$ cat config.mk
export PLATFORM = sky130hd
export DESIGN_NAME = positional_list_insert_remove_top
export DESIGN_NICKNAME = d
export VERILOG_FILES = /design/src/hdl/pli_pkg.sv /design/src/hdl/pli_cell.sv /design/src/hdl/positional_list_insert_remove_top.sv
export SDC_FILE = /design/constraint.sdc
export NUM_CORES = 2
export LEC_CHECK = 0
export BUFFER_PORTS_ARGS = -buffer_cell sky130_fd_sc_hd__buf_2
export CORE_AREA = 10 10 310 387
export DETAILED_ROUTE_END_ITERATION = 10
export DIE_AREA = 0 0 320 397
export GPL_TIMING_DRIVEN = 0
export HOLD_SLACK_MARGIN = 0.02
export PLACE_DENSITY_LB_ADDON = 0.3
export SLEW_MARGIN = 10
export SYNTH_ARGS = -nofsm -noshare
export SYNTH_HDL_FRONTEND = slang
export SYNTH_SLANG_ARGS = --single-unit
$ cat constraint.sdc
create_clock -name clk -period 8.75 [get_ports clk]
set_clock_uncertainty 0.05 [all_clocks]
set_input_delay 0.4375 -clock clk [delete_from_list [all_inputs] [get_ports clk]]
set_output_delay 0.4375 -clock clk [all_outputs]
set_load 0.1 [all_outputs]
$ cat src/hdl/pli_pkg.sv
package pli_pkg;

  // payload and size limits
  localparam int VAL_W     = 32;
  localparam int FUNC_W    = 2;
  localparam int POS_W     = 5;
  localparam int IDX_OUT_W = 4;
  localparam int CNT_OUT_W = 5;
  localparam int STAT_W    = 2;
  localparam int DEPTH_DEF = 16;
  localparam int DEPTH_MAX = 64;

  // compare width wide enough for any count and any position
  localparam int CMP_W = $clog2(DEPTH_MAX + 1);

  // operation codes on the input channel
  localparam logic [FUNC_W-1:0] FN_INSERT = 2'd0;
  localparam logic [FUNC_W-1:0] FN_REMOVE = 2'd1;
  localparam logic [FUNC_W-1:0] FN_DUMP   = 2'd2;

  // status codes
  localparam logic [STAT_W-1:0] ST_OK    = 2'd0;
  localparam logic [STAT_W-1:0] ST_RANGE = 2'd1;
  localparam logic [STAT_W-1:0] ST_FULL  = 2'd2;
  localparam logic [STAT_W-1:0] ST_EMPTY = 2'd3;

  // shift commands broadcast along the cell chain
  localparam logic [1:0] OP_HOLD = 2'd0;
  localparam logic [1:0] OP_INS  = 2'd1;
  localparam logic [1:0] OP_REM  = 2'd2;
  localparam logic [1:0] OP_ROT  = 2'd3;

  typedef struct packed {
    logic [1:0]       op;
    logic [CMP_W-1:0] pos;
    logic [CMP_W-1:0] cnt;
  } cell_cmd_t;

endpackage

$ cat src/hdl/pli_cell.sv
module pli_cell #(
  parameter int IDX = 0
) (
  input  logic                     clk,
  input  pli_pkg::cell_cmd_t       cmd,
  input  logic [pli_pkg::VAL_W-1:0] left_val,
  input  logic [pli_pkg::VAL_W-1:0] right_val,
  input  logic [pli_pkg::VAL_W-1:0] head_val,
  input  logic [pli_pkg::VAL_W-1:0] ins_val,
  output logic [pli_pkg::VAL_W-1:0] val
);
  import pli_pkg::*;

  localparam logic [CMP_W-1:0] MY_IDX  = CMP_W'(IDX);
  localparam logic [CMP_W-1:0] MY_NEXT = CMP_W'(IDX + 1);

  logic [VAL_W-1:0] val_r;
  logic [VAL_W-1:0] val_nxt;

  // pick from self, neighbors, the head or the new value
  always_comb begin
    val_nxt = val_r;
    case (cmd.op)
      OP_INS: begin
        if (MY_IDX == cmd.pos) begin
          val_nxt = ins_val;
        end else if (MY_IDX > cmd.pos && MY_IDX <= cmd.cnt) begin
          val_nxt = left_val;
        end
      end
      OP_REM: begin
        if (MY_IDX >= cmd.pos && MY_NEXT < cmd.cnt) begin
          val_nxt = right_val;
        end
      end
      OP_ROT: begin
        if (MY_NEXT < cmd.cnt) begin
          val_nxt = right_val;
        end else if (MY_NEXT == cmd.cnt) begin
          val_nxt = head_val;
        end
      end
      default: val_nxt = val_r;
    endcase
  end

  // entry storage
  always_ff @(posedge clk) begin
    val_r <= val_nxt;
  end

  assign val = val_r;

endmodule

$ cat src/hdl/positional_list_insert_remove_top.sv
// Positional list: an ordered list of up to DEPTH signed 32-bit entries.
// Input channel (in_valid / in_stall): in_func selects insert at in_pos,
// remove at in_pos, or dump; in_value is the entry to insert.
// Result channel (out_valid / out_stall): one item per insert, remove,
// unused code or dump of an empty list; a dump of n entries gives n items,
// head first, with out_last on the final one. out_status reports range,
// full and empty errors; out_entry_count is the count after the operation.
// A result is registered and shows in the cycle after its item is taken;
// for a dump, dump_r is set first and the first entry is then loaded into
// the result register. Insert and remove are done as the item is taken, so
// one item per cycle is sustained while the receiver does not stall and no
// dump is running; the affected cells of the chain shift together.
// A dump holds the input until its last entry is emitted: the chain rotates
// one place per emitted entry and ends where it started.
// Reset clears the list to empty and drops any pending result. When the
// receiver stalls, the result register holds, a dump pauses, and in_stall
// rises until the result register can be refilled.
module positional_list_insert_remove_top #(
  parameter int DEPTH = pli_pkg::DEPTH_DEF
) (
  input  logic                               clk,
  input  logic                               rst_n,
  input  logic                               in_valid,
  output logic                               in_stall,
  input  logic [pli_pkg::FUNC_W-1:0]         in_func,
  input  logic signed [pli_pkg::VAL_W-1:0]   in_value,
  input  logic [pli_pkg::POS_W-1:0]          in_pos,
  output logic                               out_valid,
  input  logic                               out_stall,
  output logic signed [pli_pkg::VAL_W-1:0]   out_item_value,
  output logic [pli_pkg::IDX_OUT_W-1:0]      out_item_index,
  output logic [pli_pkg::STAT_W-1:0]         out_status,
  output logic [pli_pkg::CNT_OUT_W-1:0]      out_entry_count,
  output logic                               out_last
);
  import pli_pkg::*;

  localparam int CW = $clog2(DEPTH + 1);

  logic [CW-1:0]    count_r;
  logic [CW-1:0]    count_nxt;
  logic             dump_r;
  logic             dump_nxt;
  logic [CW-1:0]    dump_idx_r;
  logic [CW-1:0]    dump_idx_nxt;
  logic             out_valid_r;

  logic [VAL_W-1:0]     item_value_r;
  logic [IDX_OUT_W-1:0] item_index_r;
  logic [STAT_W-1:0]    status_r;
  logic [CNT_OUT_W-1:0] entry_count_r;
  logic                 last_r;

  logic             out_free;
  logic             in_acc;
  logic             single_load;
  logic             dump_emit;
  logic             emit_last;
  logic [STAT_W-1:0] acc_status;
  logic             acc_dump;
  logic [CMP_W-1:0] cnt_ext;
  logic [CMP_W-1:0] pos_ext;
  cell_cmd_t        cmd;
  logic [VAL_W-1:0] vals [DEPTH];

  // handshake
  assign out_free  = ~out_valid_r | ~out_stall;
  assign in_stall  = dump_r | ~out_free;
  assign in_acc    = in_valid & ~in_stall;
  assign dump_emit = dump_r & out_free;
  assign emit_last = (CMP_W'(dump_idx_r) + CMP_W'(1)) == cnt_ext;

  assign cnt_ext = CMP_W'(count_r);
  assign pos_ext = CMP_W'(in_pos);

  // decode an accepted item into status, count and chain command
  always_comb begin
    acc_status = ST_OK;
    acc_dump   = 1'b0;
    count_nxt  = count_r;
    cmd.op     = OP_HOLD;
    cmd.pos    = pos_ext;
    cmd.cnt    = cnt_ext;
    if (in_acc) begin
      unique case (in_func)
        FN_INSERT: begin
          if (pos_ext > cnt_ext) begin
            acc_status = ST_RANGE;
          end else if (cnt_ext >= CMP_W'(DEPTH)) begin
            acc_status = ST_FULL;
          end else begin
            cmd.op    = OP_INS;
            count_nxt = count_r + CW'(1);
          end
        end
        FN_REMOVE: begin
          if (count_r == '0) begin
            acc_status = ST_EMPTY;
          end else if (pos_ext >= cnt_ext) begin
            acc_status = ST_RANGE;
          end else begin
            cmd.op    = OP_REM;
            count_nxt = count_r - CW'(1);
          end
        end
        FN_DUMP: begin
          if (count_r == '0) begin
            acc_status = ST_EMPTY;
          end else begin
            acc_dump = 1'b1;
          end
        end
        default: acc_status = ST_OK;
      endcase
    end else if (dump_emit) begin
      cmd.op = OP_ROT;
    end
  end

  assign single_load = in_acc & ~acc_dump;

  // dump sequencing
  always_comb begin
    dump_nxt     = dump_r;
    dump_idx_nxt = dump_idx_r;
    if (in_acc && acc_dump) begin
      dump_nxt     = 1'b1;
      dump_idx_nxt = '0;
    end else if (dump_emit) begin
      if (emit_last) begin
        dump_nxt     = 1'b0;
        dump_idx_nxt = '0;
      end else begin
        dump_idx_nxt = dump_idx_r + CW'(1);
      end
    end
  end

  // control registers
  always_ff @(posedge clk) begin
    if (!rst_n) begin
      count_r     <= '0;
      dump_r      <= 1'b0;
      dump_idx_r  <= '0;
      out_valid_r <= 1'b0;
    end else begin
      count_r     <= count_nxt;
      dump_r      <= dump_nxt;
      dump_idx_r  <= dump_idx_nxt;
      out_valid_r <= single_load | dump_emit | (out_valid_r & out_stall);
    end
  end

  // result register
  always_ff @(posedge clk) begin
    if (single_load) begin
      item_value_r  <= '0;
      item_index_r  <= '0;
      status_r      <= acc_status;
      entry_count_r <= CNT_OUT_W'(count_nxt);
      last_r        <= 1'b1;
    end else if (dump_emit) begin
      item_value_r  <= vals[0];
      item_index_r  <= IDX_OUT_W'(dump_idx_r);
      status_r      <= ST_OK;
      entry_count_r <= CNT_OUT_W'(count_r);
      last_r        <= emit_last;
    end
  end

  // chain of entry cells
  for (genvar i = 0; i < DEPTH; i++) begin : g_cell
    logic [VAL_W-1:0] left_v;
    logic [VAL_W-1:0] right_v;
    if (i == 0) begin : g_first
      assign left_v = vals[i];
    end else begin : g_mid_l
      assign left_v = vals[i-1];
    end
    if (i == DEPTH - 1) begin : g_last
      assign right_v = vals[i];
    end else begin : g_mid_r
      assign right_v = vals[i+1];
    end
    pli_cell #(
      .IDX (i)
    ) u_cell (
      .clk       (clk),
      .cmd       (cmd),
      .left_val  (left_v),
      .right_val (right_v),
      .head_val  (vals[0]),
      .ins_val   (in_value),
      .val       (vals[i])
    );
  end

  assign out_valid       = out_valid_r;
  assign out_item_value  = item_value_r;
  assign out_item_index  = item_index_r;
  assign out_status      = status_r;
  assign out_entry_count = entry_count_r;
  assign out_last        = last_r;

  // checks
  a_count_bound: assert property (@(posedge clk) disable iff (!rst_n)
    CMP_W'(count_r) <= CMP_W'(DEPTH))
    else $error("entry count above depth");

  a_dump_nonempty: assert property (@(posedge clk) disable iff (!rst_n)
    $rose(dump_r) |-> count_r != '0)
    else $error("dump started on empty list");

  a_dump_end: assert property (@(posedge clk) disable iff (!rst_n)
    (dump_emit && emit_last) |=> !dump_r)
    else $error("dump did not end after last entry");

  a_nonlast_in_dump: assert property (@(posedge clk) disable iff (!rst_n)
    (out_valid_r && !last_r) |-> dump_r)
    else $error("non-final item outside a dump");

  a_count_change: assert property (@(posedge clk) disable iff (!rst_n)
    !$stable(count_r) |-> $past(in_acc))
    else $error("count changed without an accepted item");

endmodule

Word level (Yosys, flattened, before mapping). Index checks and enable logic that the tools add are counted.

Equal/unequal tests: 84. $add $sub $neg: 4. $lt $le $gt $ge: 64. Bitwise operators: 14. Reductions and logical operators: 57. Multiplexer cells: 124.

Operators by type and width (count): two-way mux 32 bit (77); one-hot mux 32 bit (3 select lines) (15); != test 3 x 1 -> 1 bit (second input constant) (29); equality test 4 x 5 -> 1 bit (first input constant) (16); one-hot mux 32 bit (2 select lines) (1); AND reduction 4 bit (16); equality test 3 x 5 -> 1 bit (first input constant) (8); > comparator 4 x 5 -> 1 bit (first input constant) (8); less-or-equal comparator 4 x 5 -> 1 bit (first input constant) (8); less-than comparator 4 x 5 -> 1 bit (first input constant) (8); two-way mux 5 bit (8); != test 2 x 1 -> 1 bit (second input constant) (18); >= comparator 4 x 5 -> 1 bit (first input constant) (7); logical AND 1 bit (31); two-way mux 2 bit (11); equality test 2 x 5 -> 1 bit (first input constant) (4); >= comparator 3 x 5 -> 1 bit (first input constant) (4); > comparator 3 x 5 -> 1 bit (first input constant) (4); less-or-equal comparator 3 x 5 -> 1 bit (first input constant) (4); less-than comparator 3 x 5 -> 1 bit (first input constant) (4); adder 5 x 1 -> 5 bit (second input constant) (2); >= comparator 1 x 5 -> 1 bit (first input constant) (2); >= comparator 2 x 5 -> 1 bit (first input constant) (2); > comparator 2 x 5 -> 1 bit (first input constant) (2); 31 further kinds (58).

Output and inout bits: 46. Register bits: 568. Bits of input ports: 43. Word-level logic and storage cells: 372.

Depth between registers and ports, before layout.
Depth in word-level cells: 11. Mapped depth: 11. Gate-level depth less buffers: 7.

Cells and area by module. From an unflattened synthesis, not the netlist that was laid out.

Cells, all modules: 3274. Area total of the unflattened synthesis: 37712.4 um^2.

Modules (own cells, without submodules): pli_cell (g_cell[4].u_cell) (times used 1, cells each 280, area an instance 2765.2 um^2); pli_cell (g_cell[5].u_cell) (times used 1, cells each 315, area an instance 2702.6 um^2); positional_list_insert_remove_top (times used 1, cells each 323, area an instance 2681.3 um^2); pli_cell (g_cell[0].u_cell) (times used 1, cells each 239, area an instance 2240.9 um^2); pli_cell (g_cell[7].u_cell) (times used 1, cells each 241, area an instance 2187.1 um^2); pli_cell (g_cell[10].u_cell) (times used 1, cells each 153, area an instance 2137.0 um^2); pli_cell (g_cell[12].u_cell) (times used 1, cells each 155, area an instance 2137.0 um^2); pli_cell (g_cell[13].u_cell) (times used 1, cells each 153, area an instance 2135.8 um^2); pli_cell (g_cell[15].u_cell) (times used 1, cells each 151, area an instance 2125.8 um^2); pli_cell (g_cell[14].u_cell) (times used 1, cells each 151, area an instance 2117.0 um^2); pli_cell (g_cell[3].u_cell) (times used 1, cells each 155, area an instance 2109.5 um^2); pli_cell (g_cell[9].u_cell) (times used 1, cells each 153, area an instance 2107.0 um^2); pli_cell (g_cell[11].u_cell) (times used 1, cells each 152, area an instance 2105.8 um^2); pli_cell (g_cell[1].u_cell) (times used 1, cells each 152, area an instance 2103.3 um^2); +3 rows.

Worst setup path before layout. OpenSTA, ideal clock, no wires.

Path type: register to register. From: register count_r[4]. To: register g_cell[4].u_cell.val_r[0] (enable). Buffers on the path: 2. Slack: 0.928 ns. Library setup time: 0.595 ns. Period minus slack after synthesis: 7.822 ns. Arrival time: 7.177 ns. Stages on the path, launching flop included: 10. Cells stage by stage: dfxtp_1 -> buf_2 -> clkinv_1 -> ha_1 -> a21oi_1 -> o221ai_1 -> o31ai_2 -> buf_6 -> nor2_2 -> a2111oi_0.

Longest elaborated chain between the ends: 8. Elaborated cells on any way between the ends: 23. Classes of those cells: 5 x order compare; 7 x eq/ne; 6 x mux; 5 x reduce/logical.

Ends and longest elaborated chain: from (decl) (RTL line positional_list_insert_remove_top.sv:40) `logic [CW-1:0] count_r;`; from (signal assigned) (RTL line positional_list_insert_remove_top.sv:147) `count_r <= count_nxt;`; >= comparator 5 bit (on tied branches) (RTL line positional_list_insert_remove_top.sv:89, positional_list_insert_remove_top.sv:99); two-way mux 1 bit / two-way mux 2 bit (equally long branches) (RTL line positional_list_insert_remove_top.sv:89, positional_list_insert_remove_top.sv:99); two-way mux 1 bit / two-way mux 2 bit (equally long branches) (RTL line positional_list_insert_remove_top.sv:87, positional_list_insert_remove_top.sv:97); one-hot mux 2 bit (2 select lines) (RTL line positional_list_insert_remove_top.sv:85) `unique case (in_func)`; two-way mux 2 bit (RTL line positional_list_insert_remove_top.sv:84) `if (in_acc) begin`; equality test 2 bit / equality test 2 x 1 -> 1 bit (equally long branches) (RTL line pli_cell.sv:23) `case (cmd.op)`; != test 3 x 1 -> 1 bit (no source line), or another cell as far along; AND reduction 4 bit (no source line) (*); to (signal assigned) (RTL line pli_cell.sv:49) `val_r <= val_nxt;`; to (decl) (RTL line pli_cell.sv:17) `logic [VAL_W-1:0] val_r;`.

Mark *: on every way between the ends. The rest lies on a longest branch, timed or not. A chain may end at the register's enable or synchronous reset.

Worst setup path in the final report.
From: register count_r[4]. To: register g_cell[0].u_cell.val_r[12] (enable).

Longest elaborated chain between the ends: 8. Elaborated cells on any way between the ends: 20. Classes of those cells: 4 x order compare; 6 x eq/ne; 6 x mux; 4 x reduce/logical.

Ends and longest elaborated chain (RTL line): >= comparator 5 bit (on tied branches) (positional_list_insert_remove_top.sv:89, positional_list_insert_remove_top.sv:99); two-way mux 1 bit / two-way mux 2 bit (equally long branches) (positional_list_insert_remove_top.sv:89, positional_list_insert_remove_top.sv:99); two-way mux 1 bit / two-way mux 2 bit (equally long branches) (positional_list_insert_remove_top.sv:87, positional_list_insert_remove_top.sv:97); one-hot mux 2 bit (2 select lines) (positional_list_insert_remove_top.sv:85); two-way mux 2 bit (positional_list_insert_remove_top.sv:84); equality test 2 bit / equality test 2 x 1 -> 1 bit (equally long branches) (pli_cell.sv:23); != test 2 x 1 -> 1 bit (no source line) / nonzero test 3 bit (equally long branches); AND reduction 4 bit (no source line) (*); to (signal assigned) (pli_cell.sv:49); to (decl) (pli_cell.sv:17).

Marks and branches as above.

==> metrics <==
Num CTS Buffers=57; critical path class=reg2reg; f_max=0.189 GHz; Final Slew Violations=0; switching power=1.50 mW; Die W=320 um; Worst Path Max Fanout=10; measured slew at the worst slew-check pin=1.48 ns; Starting Density=27.8%; first-pass GRT wire length=193000 um; Setup crit start kind=flop; WL met2=69300 um; vias in the first global route=26100; Pre-antenna DRT Iters=6; Post-DP HPWL=112000 um; FF-to-FF path depth=13; FF-to-FF setup slack=3.47 ns; antenna violations before repair=9; Max rail drop VDD=0.146 mV; grt ovf=0; setup bufs post-CTS=0; part of the power in the clock network=43.4%; met1 WL=51100 um; Syn. warnings=0; Comb power frac=6.7%; fraction of layout cells with a size suffix above 1=11.1%; # DRC=0; # IOs=89; WL/cell=29.6 um; synth unique cells=75; DR top layer=met5; syn nets=3035; H-tree depth=2; GPL Wtd Cong=0.935; CTS clk-pin slew, worst paths=0.07 ns; CP required=9.07 ns; core area=0.112 mm^2; Pwr Density=167 mW/mm^2; Area Growth Syn to Fin=15.5%; via count=27300; Final Power=6.03 mW; Worst Hold Depth=3; status=finished with violations; die height=397 um; clock tree sinks=568; Hold WS=0.0668 ns; vias per cell=5.81; Routed Antenna Nets=0; hold path startpoint=in_valid; DR WL met3=11100 um; CTS tree=built; Endpoint, Worst Hold=count_r[4]$_SDFF_PN0_; Final Hold Vio Count=0; Reg-to-Reg End=g_cell[0].u_cell.val[12]$_DFFE_PP_; Syn Area/Cell=10.5 um^2; final worst-path cycle share=60.3%; Post-Syn Area=0.0312 mm^2; Post-synth EDFFs=519; top_reg_cell synth=edfxtp_1; largest net degree at the start of global routing=26; RSZ-0062 raised after global routing=false; Buffers on Ports=88; gr usage total=20.8%; Worst-Skew Late Latency=0.68 ns; Max Cap Violations=1; Core Util, Final=32.1%; switch share=24.8%; # nets final=3230; Int Pwr=4.53 mW; Initial DRC Count=3618; CP Data Arrival Time=5.60 ns; Worst Hold Class=in2reg; clock root buffer master=clkbuf_16; setup_tns=0 ns; total die area=0.127 mm^2; synthesized instance count=2981; reg2reg start=count_r[4]$_SDFF_PN0_; # rows=138; Pleak=12.9 nW; part of the power in registers=49.9%; fraction of registers with async set/reset=0%; CP endpoint kind=flop; Setup Viol. Count Final=0; sequential area share after synthesis=53.1%; number of synthesized register bits=568; clock period minus worst slack=5.28 ns; final WL=139000 um; violated checks=max-capacitance violations; slew margin rel.=0.948%; deepest clock path buffer count=3
-- kinds of logic after synthesis --
| group | after synthesis | share of synthesized area, % |
|---|---|---|
| and+or+nand+nor | 968 | 12.7 |
| xor gates and xnor gates | 7 | 0.196 |
| DFF | 568 | 53.1 |
| AOI/OAI and AO/OA | 837 | 20.6 |
| muxes | 259 | 8.30 |
| buffers and inverters | 331 | 4.68 |
| adders and majority gates | 11 | 0.441 |
-- per-layer routing --
| metal | GRT usage [%] | vias up |
|---|---|---|
| li1 | - | 11800 |
| met1 | 24.0 | 13400 |
| met2 | 37.2 | 1672 |
| met3 | 3.05 | 352 |
| met4 | 10.4 | 8 |
| met5 | 0 | - |
-- through the flow --
step                      area (um^2)  instances  worst slack [ns]
after floorplan                 31200       2981             0.928
after global placement          33500       4539             -4.01
after detailed placement        34100       4586              3.65
after CTS                       36000       4694              3.65
after global routing            36000       4694              3.30
final                           36000       4698              3.47
-- critical path, stage by stage (launching register included) --
cell and delay, ns:
dfxtp_1 0.40, buf_2 0.26, clkinv_1 0.32, ha_1 0.44, a21oi_1 0.22, o221ai_1 0.43
nor3_1 0.96, a21oi_1 0.19, o41ai_2 0.54, buf_2 0.32, buf_2 0.25, buf_4 0.22
buf_4 0.16, buf_2 0.22
-- worst max path at each step --
stage	slack, ns	endpoint	from
after global placement	-4.01	g_cell[4].u_cell.val[13]$_DFFE_PP_	count_r[4]$_SDFF_PN0_
final	3.47	g_cell[0].u_cell.val[12]$_DFFE_PP_	count_r[4]$_SDFF_PN0_
after CTS	3.65	g_cell[12].u_cell.val[13]$_DFFE_PP_	count_r[4]$_SDFF_PN0_
after global routing	3.30	g_cell[12].u_cell.val[14]$_DFFE_PP_	count_r[4]$_SDFF_PN0_
after detailed placement	3.65	g_cell[12].u_cell.val[13]$_DFFE_PP_	count_r[4]$_SDFF_PN0_
after floorplan	0.93	g_cell[4].u_cell.val[0]$_DFFE_PP_	count_r[4]$_SDFF_PN0_
-- registers in the layout (all words and copies together), names as in the netlist, 2 cells and up --
register           count
dump_idx_r             5
count_r                5
out_status             2
out_item_value        32
out_entry_count        5
out_item_index         4
g_cell.u_cell.val    512
-- power groups by stage --
stage	Clock, mW	Sequential, mW	Combinational, mW
finish	2.62	3.01	0.407
global route	2.72	3.01	0.424
CTS	2.62	3.01	0.395
detailed placement	0	3.07	0.393
global placement	0	3.07	0.375
floorplan	0	3.09	0.208
-- what timing repair did --
item,4_1_cts,5_1_grt
hold buffers,1,0
setup endpoints to repair,0,0
gates resized for setup,0,0
hold endpoints to repair,1,0
-- synthesized netlist by cell type (all sizes together) (3+ instances only) --
library cell / n / area (um^2)
a221o: 258 / 2580
nor2: 67 / 254
a31oi: 7 / 43.8
o221ai: 193 / 1690
edfxtp: 519 / 15600
or2: 7 / 43.8
nand3: 16 / 85.1
nand2b: 6 / 37.5
o32ai: 3 / 26.3
nor3: 17 / 106
dfxtp: 49 / 981
inv: 10 / 37.5
a32o: 4 / 40.0
or4: 3 / 22.5
o31ai: 4 / 35.0
a21oi: 267 / 1350
clkbuf: 200 / 751
buf: 119 / 666
and3: 35 / 219
a221oi: 3 / 26.3
xnor2: 5 / 43.8
a211oi: 3 / 22.5
nand2: 785 / 2950
nor2b: 8 / 50.1
o21ai: 60 / 323
mux2i: 259 / 2590
o41ai: 4 / 42.6
o22ai: 3 / 18.8
a21o: 3 / 22.5
ha: 11 / 138
or3: 3 / 18.8
o2bb2ai: 3 / 26.3
and2: 8 / 50.1
-- cell type report --
class,count,area [um^2]
fill,11600,76400
inverter,12,45.0
antenna,4,10.0
timing repair buffer,136,887
clock buffer,71,1530
buffer,319,1420
sequential,568,16600
clock inverter,36,365
multi-input combinational,2082,13400
tap,1470,1840
-- layout by cell type, fill, tap and decap left out, types with 15 or more instances in the layout --
cell type | synthesis | routed
buf_6 | 10 | 15
a21oi_1 | 266 | 266
buf_1 | 20 | 20
mux2i_1 | 259 | 259
nor2_1 | 66 | 66
dfxtp_1 | 49 | 49
edfxtp_1 | 519 | 519
nand3_1 | 15 | 15
o221ai_1 | 193 | 193
o21ai_0 | 50 | 49
a221o_1 | 258 | 258
nand2_1 | 785 | 785
and3_1 | 35 | 35
buf_4 | 13 | 24
clkinv_1 | 2 | 15
buf_2 | 76 | 183
clkbuf_16 | 0 | 59
clkbuf_1 | 200 | 211
Power figures use the tool's default switching activity.
